**src/design/stq_pkg.sv**
```systemverilog
// ----------------------------------------------------------------------------
// stq_pkg
// Shared codes, state and command types for the sorted timer queue manager.
// ----------------------------------------------------------------------------
package stq_pkg;

	// command modes
	localparam logic [2:0] MODE_CREATE  = 3'd0;
	localparam logic [2:0] MODE_DESTROY = 3'd1;
	localparam logic [2:0] MODE_STOP    = 3'd2;
	localparam logic [2:0] MODE_RESTART = 3'd3;
	localparam logic [2:0] MODE_TICK    = 3'd4;

	// result status codes
	localparam logic [2:0] RES_OK       = 3'd0;
	localparam logic [2:0] RES_BAD_ID   = 3'd1;
	localparam logic [2:0] RES_NO_TIMER = 3'd2;
	localparam logic [2:0] RES_NO_FREE  = 3'd3;
	localparam logic [2:0] RES_EXPIRED  = 3'd4;

	// per-timer state codes
	localparam logic [2:0] TS_FREE      = 3'd0;
	localparam logic [2:0] TS_READY     = 3'd1;
	localparam logic [2:0] TS_RUNNING   = 3'd2;
	localparam logic [2:0] TS_STOPPED   = 3'd3;
	localparam logic [2:0] TS_TRIGGERED = 3'd4;

	localparam int CNT_W = 19;

	typedef enum logic [4:0] {
		S_CLR, S_IDLE, S_DEC, S_CR, S_LK, S_DA1, S_DA2, S_STOPX, S_DS1, S_DS2,
		S_RS, S_ARM0, S_ARM1, S_LINK1, S_LINK2, S_TK0, S_TK1, S_FIN, S_FIN2, S_EMIT
	} ctl_state_t;

	typedef enum logic [4:0] {
		OP_NONE, OP_CLEAR, OP_IDLE, OP_DEC, OP_CR_POP, OP_LK, OP_DA1, OP_DA2,
		OP_STOP_IDLE, OP_DS1, OP_DS2, OP_RS, OP_ARM0, OP_ARM_STEP, OP_LINK1,
		OP_LINK2, OP_TK_HEAD, OP_TK_FIRE, OP_FIN, OP_FIN2, OP_EMIT
	} dp_op_t;

	typedef struct packed {
		dp_op_t op;
	} dp_cmd_t;

	typedef struct packed {
		logic [2:0] mode;
		logic       in_valid;
		logic       clr_done;
		logic       free_empty;
		logic       run_empty;
		logic       idx_oob;
		logic       lk_fail;
		logic       running;
		logic       arm_need;
		logic       rd_next_nil;
		logic       walk_lt;
		logic       due;
		logic       fire_lim;
		logic       period_nz;
		logic       out_free;
		logic       emit_last;
	} dp_stat_t;

endpackage

```
**src/design/stq_ctrl.sv**
```systemverilog
// ----------------------------------------------------------------------------
// stq_ctrl
// Sequencer for the timer queue: steps each command through list operations.
// ----------------------------------------------------------------------------
module stq_ctrl import stq_pkg::*; (
	input  logic     clk,
	input  logic     arst_n,
	input  dp_stat_t dstat,
	output dp_cmd_t  dcmd
);

	ctl_state_t state_q, state_nx;

	always_ff @(posedge clk or negedge arst_n) begin
		if (!arst_n) begin
			state_q <= S_CLR;
		end else begin
			state_q <= state_nx;
		end
	end

	// next state
	always_comb begin
		state_nx = state_q;
		case (state_q)
			S_CLR: begin
				if (dstat.clr_done) state_nx = S_IDLE;
			end
			S_IDLE: begin
				if (dstat.in_valid) state_nx = S_DEC;
			end
			S_DEC: begin
				case (dstat.mode)
					MODE_CREATE:  state_nx = dstat.free_empty ? S_FIN : S_CR;
					MODE_DESTROY,
					MODE_STOP,
					MODE_RESTART: state_nx = dstat.idx_oob ? S_FIN : S_LK;
					MODE_TICK:    state_nx = S_TK0;
					default:      state_nx = S_FIN;
				endcase
			end
			S_CR: begin
				state_nx = dstat.arm_need ? S_ARM0 : S_FIN;
			end
			S_LK: begin
				if (dstat.lk_fail) begin
					state_nx = S_FIN;
				end else if (dstat.running) begin
					state_nx = S_DA1;
				end else if (dstat.mode == MODE_STOP) begin
					state_nx = S_STOPX;
				end else if (dstat.mode == MODE_DESTROY) begin
					state_nx = S_DS1;
				end else begin
					state_nx = S_RS;
				end
			end
			S_DA1: state_nx = S_DA2;
			S_DA2: begin
				if (dstat.mode == MODE_DESTROY) begin
					state_nx = S_DS1;
				end else if (dstat.mode == MODE_RESTART) begin
					state_nx = S_RS;
				end else begin
					state_nx = S_FIN;
				end
			end
			S_STOPX: state_nx = S_FIN;
			S_DS1:   state_nx = S_DS2;
			S_DS2:   state_nx = S_FIN;
			S_RS: begin
				state_nx = dstat.arm_need ? S_ARM0 : S_FIN;
			end
			S_ARM0: begin
				state_nx = dstat.run_empty ? S_LINK1 : S_ARM1;
			end
			S_ARM1: begin
				if (!dstat.walk_lt || dstat.rd_next_nil) state_nx = S_LINK1;
			end
			S_LINK1: state_nx = S_LINK2;
			S_LINK2: begin
				state_nx = (dstat.mode == MODE_TICK) ? S_TK0 : S_FIN;
			end
			S_TK0: begin
				state_nx = (dstat.run_empty || dstat.fire_lim) ? S_FIN : S_TK1;
			end
			S_TK1: begin
				if (!dstat.due) begin
					state_nx = S_FIN;
				end else begin
					state_nx = dstat.period_nz ? S_ARM0 : S_TK0;
				end
			end
			S_FIN:  state_nx = S_FIN2;
			S_FIN2: state_nx = S_EMIT;
			S_EMIT: begin
				if (dstat.out_free && dstat.emit_last) state_nx = S_IDLE;
			end
			default: state_nx = S_IDLE;
		endcase
	end

	// datapath command
	always_comb begin
		dcmd.op = OP_NONE;
		case (state_q)
			S_CLR:   dcmd.op = OP_CLEAR;
			S_IDLE:  dcmd.op = OP_IDLE;
			S_DEC:   dcmd.op = OP_DEC;
			S_CR:    dcmd.op = OP_CR_POP;
			S_LK:    dcmd.op = OP_LK;
			S_DA1:   dcmd.op = OP_DA1;
			S_DA2:   dcmd.op = OP_DA2;
			S_STOPX: dcmd.op = OP_STOP_IDLE;
			S_DS1:   dcmd.op = OP_DS1;
			S_DS2:   dcmd.op = OP_DS2;
			S_RS:    dcmd.op = OP_RS;
			S_ARM0:  dcmd.op = OP_ARM0;
			S_ARM1:  dcmd.op = dstat.walk_lt ? OP_ARM_STEP : OP_NONE;
			S_LINK1: dcmd.op = OP_LINK1;
			S_LINK2: dcmd.op = OP_LINK2;
			S_TK0:   dcmd.op = OP_TK_HEAD;
			S_TK1:   dcmd.op = dstat.due ? OP_TK_FIRE : OP_NONE;
			S_FIN:   dcmd.op = OP_FIN;
			S_FIN2:  dcmd.op = OP_FIN2;
			S_EMIT:  dcmd.op = OP_EMIT;
			default: dcmd.op = OP_NONE;
		endcase
	end

endmodule

```
**config.mk**
```make
export PLATFORM = sky130hd
export DESIGN_NAME = stq_ctrl
export DESIGN_NICKNAME = d
export VERILOG_FILES = /design/src/design/stq_pkg.sv /design/src/design/stq_ctrl.sv
export SDC_FILE = /design/constraint.sdc
export NUM_CORES = 1
export LEC_CHECK = 0
export ABC_AREA = 1
export BUFFER_PORTS_ARGS = -buffer_cell sky130_fd_sc_hd__buf_2
export CORE_ASPECT_RATIO = 1.1
export CORE_MARGIN = 2
export CORE_UTILIZATION = 51
export CTS_CLUSTER_SIZE = 40
export DETAILED_ROUTE_END_ITERATION = 12
export PLACE_DENSITY = 0.79
export SKIP_CTS_REPAIR_TIMING = 1
export SLEW_MARGIN = 20
export SYNTH_ARGS = -nofsm -noshare
export SYNTH_HDL_FRONTEND = slang
export SYNTH_SLANG_ARGS = --single-unit
export TNS_END_PERCENT = 20
```
**constraint.sdc**
```tcl
create_clock -name clk -period 1.61 [get_ports clk]
set_input_delay 0.322 -clock clk [delete_from_list [all_inputs] [get_ports clk]]
set_output_delay 0.322 -clock clk [all_outputs]
set_load 0.03 [all_outputs]
```
# Word level (Yosys, flattened, before mapping)
# Index checks and enable logic that the tools add are counted.
# classes
eq_ne,27
n_mux,23
reduce_logical,10
# op_table
cell,count
$pmux 5 s20,1
$pmux 5 s18,1
$mux 5,13
$eq 5x4->1 const B,8
$eq 5x3->1 const B,4
$eq 5x5->1 const B,4
$pmux 5 s3,1
$mux 4,3
$eq 5x2->1 const B,2
$ne 2x2->1 const B,4
$eq 3x2->1 const B,2
$eq 5x1->1 const B,1
$logic_not 5->1,1
$reduce_and 4->1,1
$reduce_or 2->1,2
$eq 3x1->1 const B,1
$eq 3x3->1 const B,1
$logic_not 3->1,1
$mux 3,1
$reduce_or 3->1,1
$logic_or 1x1->1,2
$mux 1,2
$mux 2,1
$logic_and 1x1->1,1
$logic_not 1->1,1
# word_totals
reg_bits,5
inputBits,20
out_inout_bits,5
elab_cells,61

# Logic depth before layout (Yosys ltp)
# logic_depth
ltp_word,6
mapped_depth,12
mapped_depth_nobuf,12

# Least setup slack after synthesis
# OpenSTA, ideal clock, no wires.
# synth_timing
kind,register to output
from,reg state_q[0]
to,out dcmd[3] in the netlist's numbering
arrival_ns,1.373
required_ns,1.288
setup_slack_ns,-0.085
path_stages_with_launch,8
path_buffers,0
path_cell_list,dfrtp_1 > nor2_1 > inv_1 > nor2_1 > nand3_1 > nand2_1 > nor2_1 > o211ai_1
# synth_rtl
element,line_no,rtl
start: declaration,stq_ctrl.sv:12,"ctl_state_t state_q, state_nx;"
start signal: assignment,stq_ctrl.sv:18,state_q <= state_nx;
end: declaration,stq_ctrl.sv:9,output dp_cmd_t dcmd

==> metrics.sh <==
MIN_PATH_TYPE='input port to register'
CTS_MAX_LEVEL=1
YOSYS_REGISTER_BITS=5
STARTING_DRC_COUNT_IN_DETAILED_ROUTING=83
FIRST_PASS_GRT_WIRE_LENGTH_UM=4850
CPMOSTUSEDCELL='sky130_fd_sc_hd__nor2_4'
POSTSYNTH.TOPFLOPCELL='sky130_fd_sc_hd__dfrtp_1'
MULTI_INPUT_COMB_AREA_UM2=716
ELEMENT_TYPE_AT_THE_CRITICAL_PATH_END='output pin'
SLEW_VIOL_FINAL=0
DP.CELLS=233
POSTSYNTH.ASYNCRESETSHARE=1.00
MIN_DELAY_STARTPOINT='dstat[7]'
POWER_LEAKAGE_nW=0.784
CORE_UM2=1580
SETUP_SLACK_REG_TO_REG_NS=-0.01
WORST_IR_DROP_VDD_V=0.00144
TOTAL_POWER_W=0.00265
DIEAREA_UM2=2040
GRT_SETUP_UNREPAIRED='true'
HOLD_END='state_q[3]'
REGISTERS_WITH_THE_MOST_FLIP_FLOPS='state_q (5)'
SYNTH.NET_COUNT=189
LOGIC_PWR_SHARE=0.818
FMAX_GHz=0.541
GRTUSAGETOTAL=0.333
GRT_START_MAX_NET_PINS=7
HOLDPATHSTAGES=3
SYNTH-EDFF-COUNT=0
CRITICAL-PATH-MAX-STAGE-DELAY_NS=0.46
SITE_ROWS=15
PLACE_HPWL_UM=2550
TIMING_WORST_SLEW_PIN_VALUE_NS=0.268
DIE-HEIGHT_UM=47.2
NUMCLOCKSINKS=5
GLOBAL_ROUTE.OVERFLOW_TOTAL=0
POWER.CLOCK.FRACTION=0.062
SETUP.WORST_PATH.START_CLASS='register'
GRT_ANTENNA_BEFORE_REPAIR=0
STATUS='complete, but fails checks'
WORST-PATH-MAX-FANOUT=5
CPLARGESTDELAYFAMILY='simple AND/OR/NAND/NOR gates'
LAYOUT_MIN_CYCLE_TIME_NS=1.85
SEQUENTIAL_CELL_AREA_UM2=130
CLOCK_LATENCY_ON_THE_WORST_SKEW_PAIR_NS=0.27
PERIOD_SHARE=1.15
SYNTHCELLS=169
DRV_CAP=0
MAXIMUM_CLOCK_PATH_BUFFER_COUNT=2
NUMCTSBUFFERS=3
SYNTH_SIMPLE_GATE_AREA_SHARE=0.615
SYNTH.AREA.MUX_SHARE=0
LARGEST_REGISTER='state_q'
GRTUSAGEMET2=0.567
IO_PINS=25
CTS.REPORTEDPATHS.CLKPINSLEW_NS=0.06
WORSTREG2REGEND='state_q[0]'
ROUTED_VIA_DENSITY=5.95
MAIN_COMBINATIONAL_CELL_FAMILY_BY_AREA_AFTER_SYNTHESIS='simple AND/OR/NAND/NOR gates'
CP_DATA_REQUIRED_TIME_NS=1.29
WIRELENGTH_UM=3590
SYNTHESIS.AREA_UM2=865
YOSYSUNIQUECELLTYPES=24
REPORT.FINAL.HOLD_VIOL_COUNT=0
PRE_CTS_SLACK_NS=-0.00740
WIRELENGTH_PER_CELL_UM=14.9
NETSWITCHINGFRACTION=0.554
GR-MAX-USAGE-LAYER='met2'
DPL-INSTANCE-AREA_UM2=1190
LARGEST_REGISTER_FF_COUNT=5
POST-ROUTE-DRC-COUNT=0
TRITONCTS='built'
SYNTH_FA_HA_AREA_FRAC=0
REPORT.FINAL.SETUP_VIOL=6
POSTLAYOUTSETUPSLACKWORST_NS=-0.240
SYNTHESIS.AREA_PER_INSTANCE_UM2=5.12
POSTROUTEANTENNANETS=0
REGTOREGSTARTPOINT='state_q[2]'
PWR_DENSITY_CELL_nW_PER_UM2=1970
POSTLAYOUTCOREUTIL=0.851
YOSYSWARNINGCOUNT=0
DRIVE_GT1_FRAC=0.411
CLOCK_TREE.ROOT_CELL='sky130_fd_sc_hd__clkbuf_4'
NUMBER_OF_FILL_CELLS_IN_THE_LAYOUT=107
CP_CELL_SEQUENCE='nor2_4 > inv_2 > nor2_4 > nand3_2 > nand2_2 > nor2_2 > o211ai_1 > buf_4'
R2R_CELLS=12
DIE_WIDTH_UM=43.3
VIOLATIONS='negative setup slack'
CP_SLOWEST_CELL='sky130_fd_sc_hd__dfrtp_2'
GP_CONGESTION=1.06
POSTLAYOUTCELLAREA_UM2=1340
WORST_SLEW_MARGIN_REL=0.820
WORST_CLOCK_SKEW_NS=0.0228
DETAILEDROUTE.FIRSTPASSITERATIONCOUNT=6
GRT_PASS1_VIAS=1180
POWER.SWITCHING_W=0.00146
P_INT_W=0.00118
FINAL-INSTANCE-COUNT-EXCL-FILL=241
IO_BUFFERS=24
SYNTHTOLAYOUTAREAGROWTH_PCT=55.1
FIN_NETS=245
SYNTH_SEQUENTIAL_AREA_RATIO=0.145
VIAS=1435
SHARE_SEQ_OF_TOTAL_POWER=0.120
POST_SYNTH_XOR_AREA_FRACTION=0
WORSTPATHBUFFERINVERTERCOUNT=2
SYNTH_COMPOUND_AREA_FRAC=0.124
GROUTE.LAYER.MET1.USAGE=0.394
CRIT_TYPE='register to output pin'
USE_MET3=0.0654
CP_DATA_ARRIVAL_TIME_NS=1.53
START_UTIL=0.548
N_ANTENNA_CELL=0
Yosys cell counts, types with 2 or more instances:
master / count / share of area
sky130_fd_sc_hd__nand2_1: 54 / 0.23
sky130_fd_sc_hd__nor2_1: 36 / 0.16
sky130_fd_sc_hd__inv_1: 21 / 0.091
sky130_fd_sc_hd__nand3_1: 18 / 0.10
sky130_fd_sc_hd__dfrtp_1: 5 / 0.14
sky130_fd_sc_hd__nor3_1: 5 / 0.029
sky130_fd_sc_hd__a21oi_1: 4 / 0.023
sky130_fd_sc_hd__nand4_1: 4 / 0.029
sky130_fd_sc_hd__o21ai_0: 3 / 0.017
sky130_fd_sc_hd__inv_2: 2 / 0.0087
sky130_fd_sc_hd__nand2_2: 2 / 0.014
sky130_fd_sc_hd__o211ai_1: 2 / 0.017
sky130_fd_sc_hd__o22ai_1: 2 / 0.014
power groups by stage:
stage | logic, W | clock network (W) | registers (W)
2_1_floorplan | 0.00112 | 0 | 0.000265
3_3_place_gp | 0.00174 | 0 | 0.000278
3_5_place_dp | 0.00176 | 0 | 0.000283
6_report | 0.00216 | 0.000165 | 0.000316
4_1_cts | 0.00178 | 0.000160 | 0.000281
5_1_grt | 0.00231 | 0.000168 | 0.000325
layout make-up:
cell class / count / share of cell area
well taps: 17 / 0.0159
inverters: 23 / 0.0681
repair buffers: 52 / 0.266
flip-flops and latches: 5 / 0.0970
multi-input cells: 140 / 0.534
clock buffers: 4 / 0.0196
per-layer routing:
metal,up-vias,wire [um]
met4,0,240
li1,656,-
met2,121,1740
met1,626,1260
met3,32,353
met5,-,0
cells by family after synthesis:
| group | after synthesis |
|---|---|
| compound gates | 16 |
| buf+inv | 24 |
| flops | 5 |
| simple gates | 124 |
cell usage in the layout, fill, tap and decap left out, types with 5 or more instances in the layout:
cell type | Yosys | routed
sky130_fd_sc_hd__buf_2 | 0 | 19
sky130_fd_sc_hd__nor2_4 | 1 | 5
sky130_fd_sc_hd__nand2_2 | 2 | 8
sky130_fd_sc_hd__nor2_1 | 36 | 28
sky130_fd_sc_hd__inv_2 | 2 | 6
sky130_fd_sc_hd__inv_1 | 21 | 15
sky130_fd_sc_hd__buf_4 | 0 | 29
sky130_fd_sc_hd__nor2_2 | 1 | 5
sky130_fd_sc_hd__nand2_1 | 54 | 48
sky130_fd_sc_hd__nand3_1 | 18 | 17
worst reg2reg max path, delay by kind of cell (launching register included):
family	cells	cell delay (ns)
simple gates	8	0.60
compound gates	1	0.10
flops	1	0.45
buf+inv	3	0.38
worst max-delay path by stage:
| stage | startpoint | end | cells past startpoint |
|---|---|---|---|
| 6_report | state_q[0] | dcmd[3] | 8 |
| 5_1_grt | state_q[0] | dcmd[3] | 8 |
| 4_1_cts | state_q[3] | dcmd[3] | 7 |
| 3_5_place_dp | state_q[2] | dcmd[3] | 7 |
| 3_3_place_gp | state_q[2] | dcmd[2] | 7 |
| 2_1_floorplan | state_q[1] | dcmd[3] | 7 |
stage by stage:
| step | hold slack (ns) | TNS, ns |
|---|---|---|
| global placement | 0.138 | 0 |
| floorplan | 0.0264 | 0 |
| global route | 0.319 | -1.53 |
| detailed placement | 0.142 | -0.0104 |
| finish | 0.298 | -1.08 |
| CTS | -0.136 | -1.26 |
Note: power is estimated with default switching activity, not from simulation.
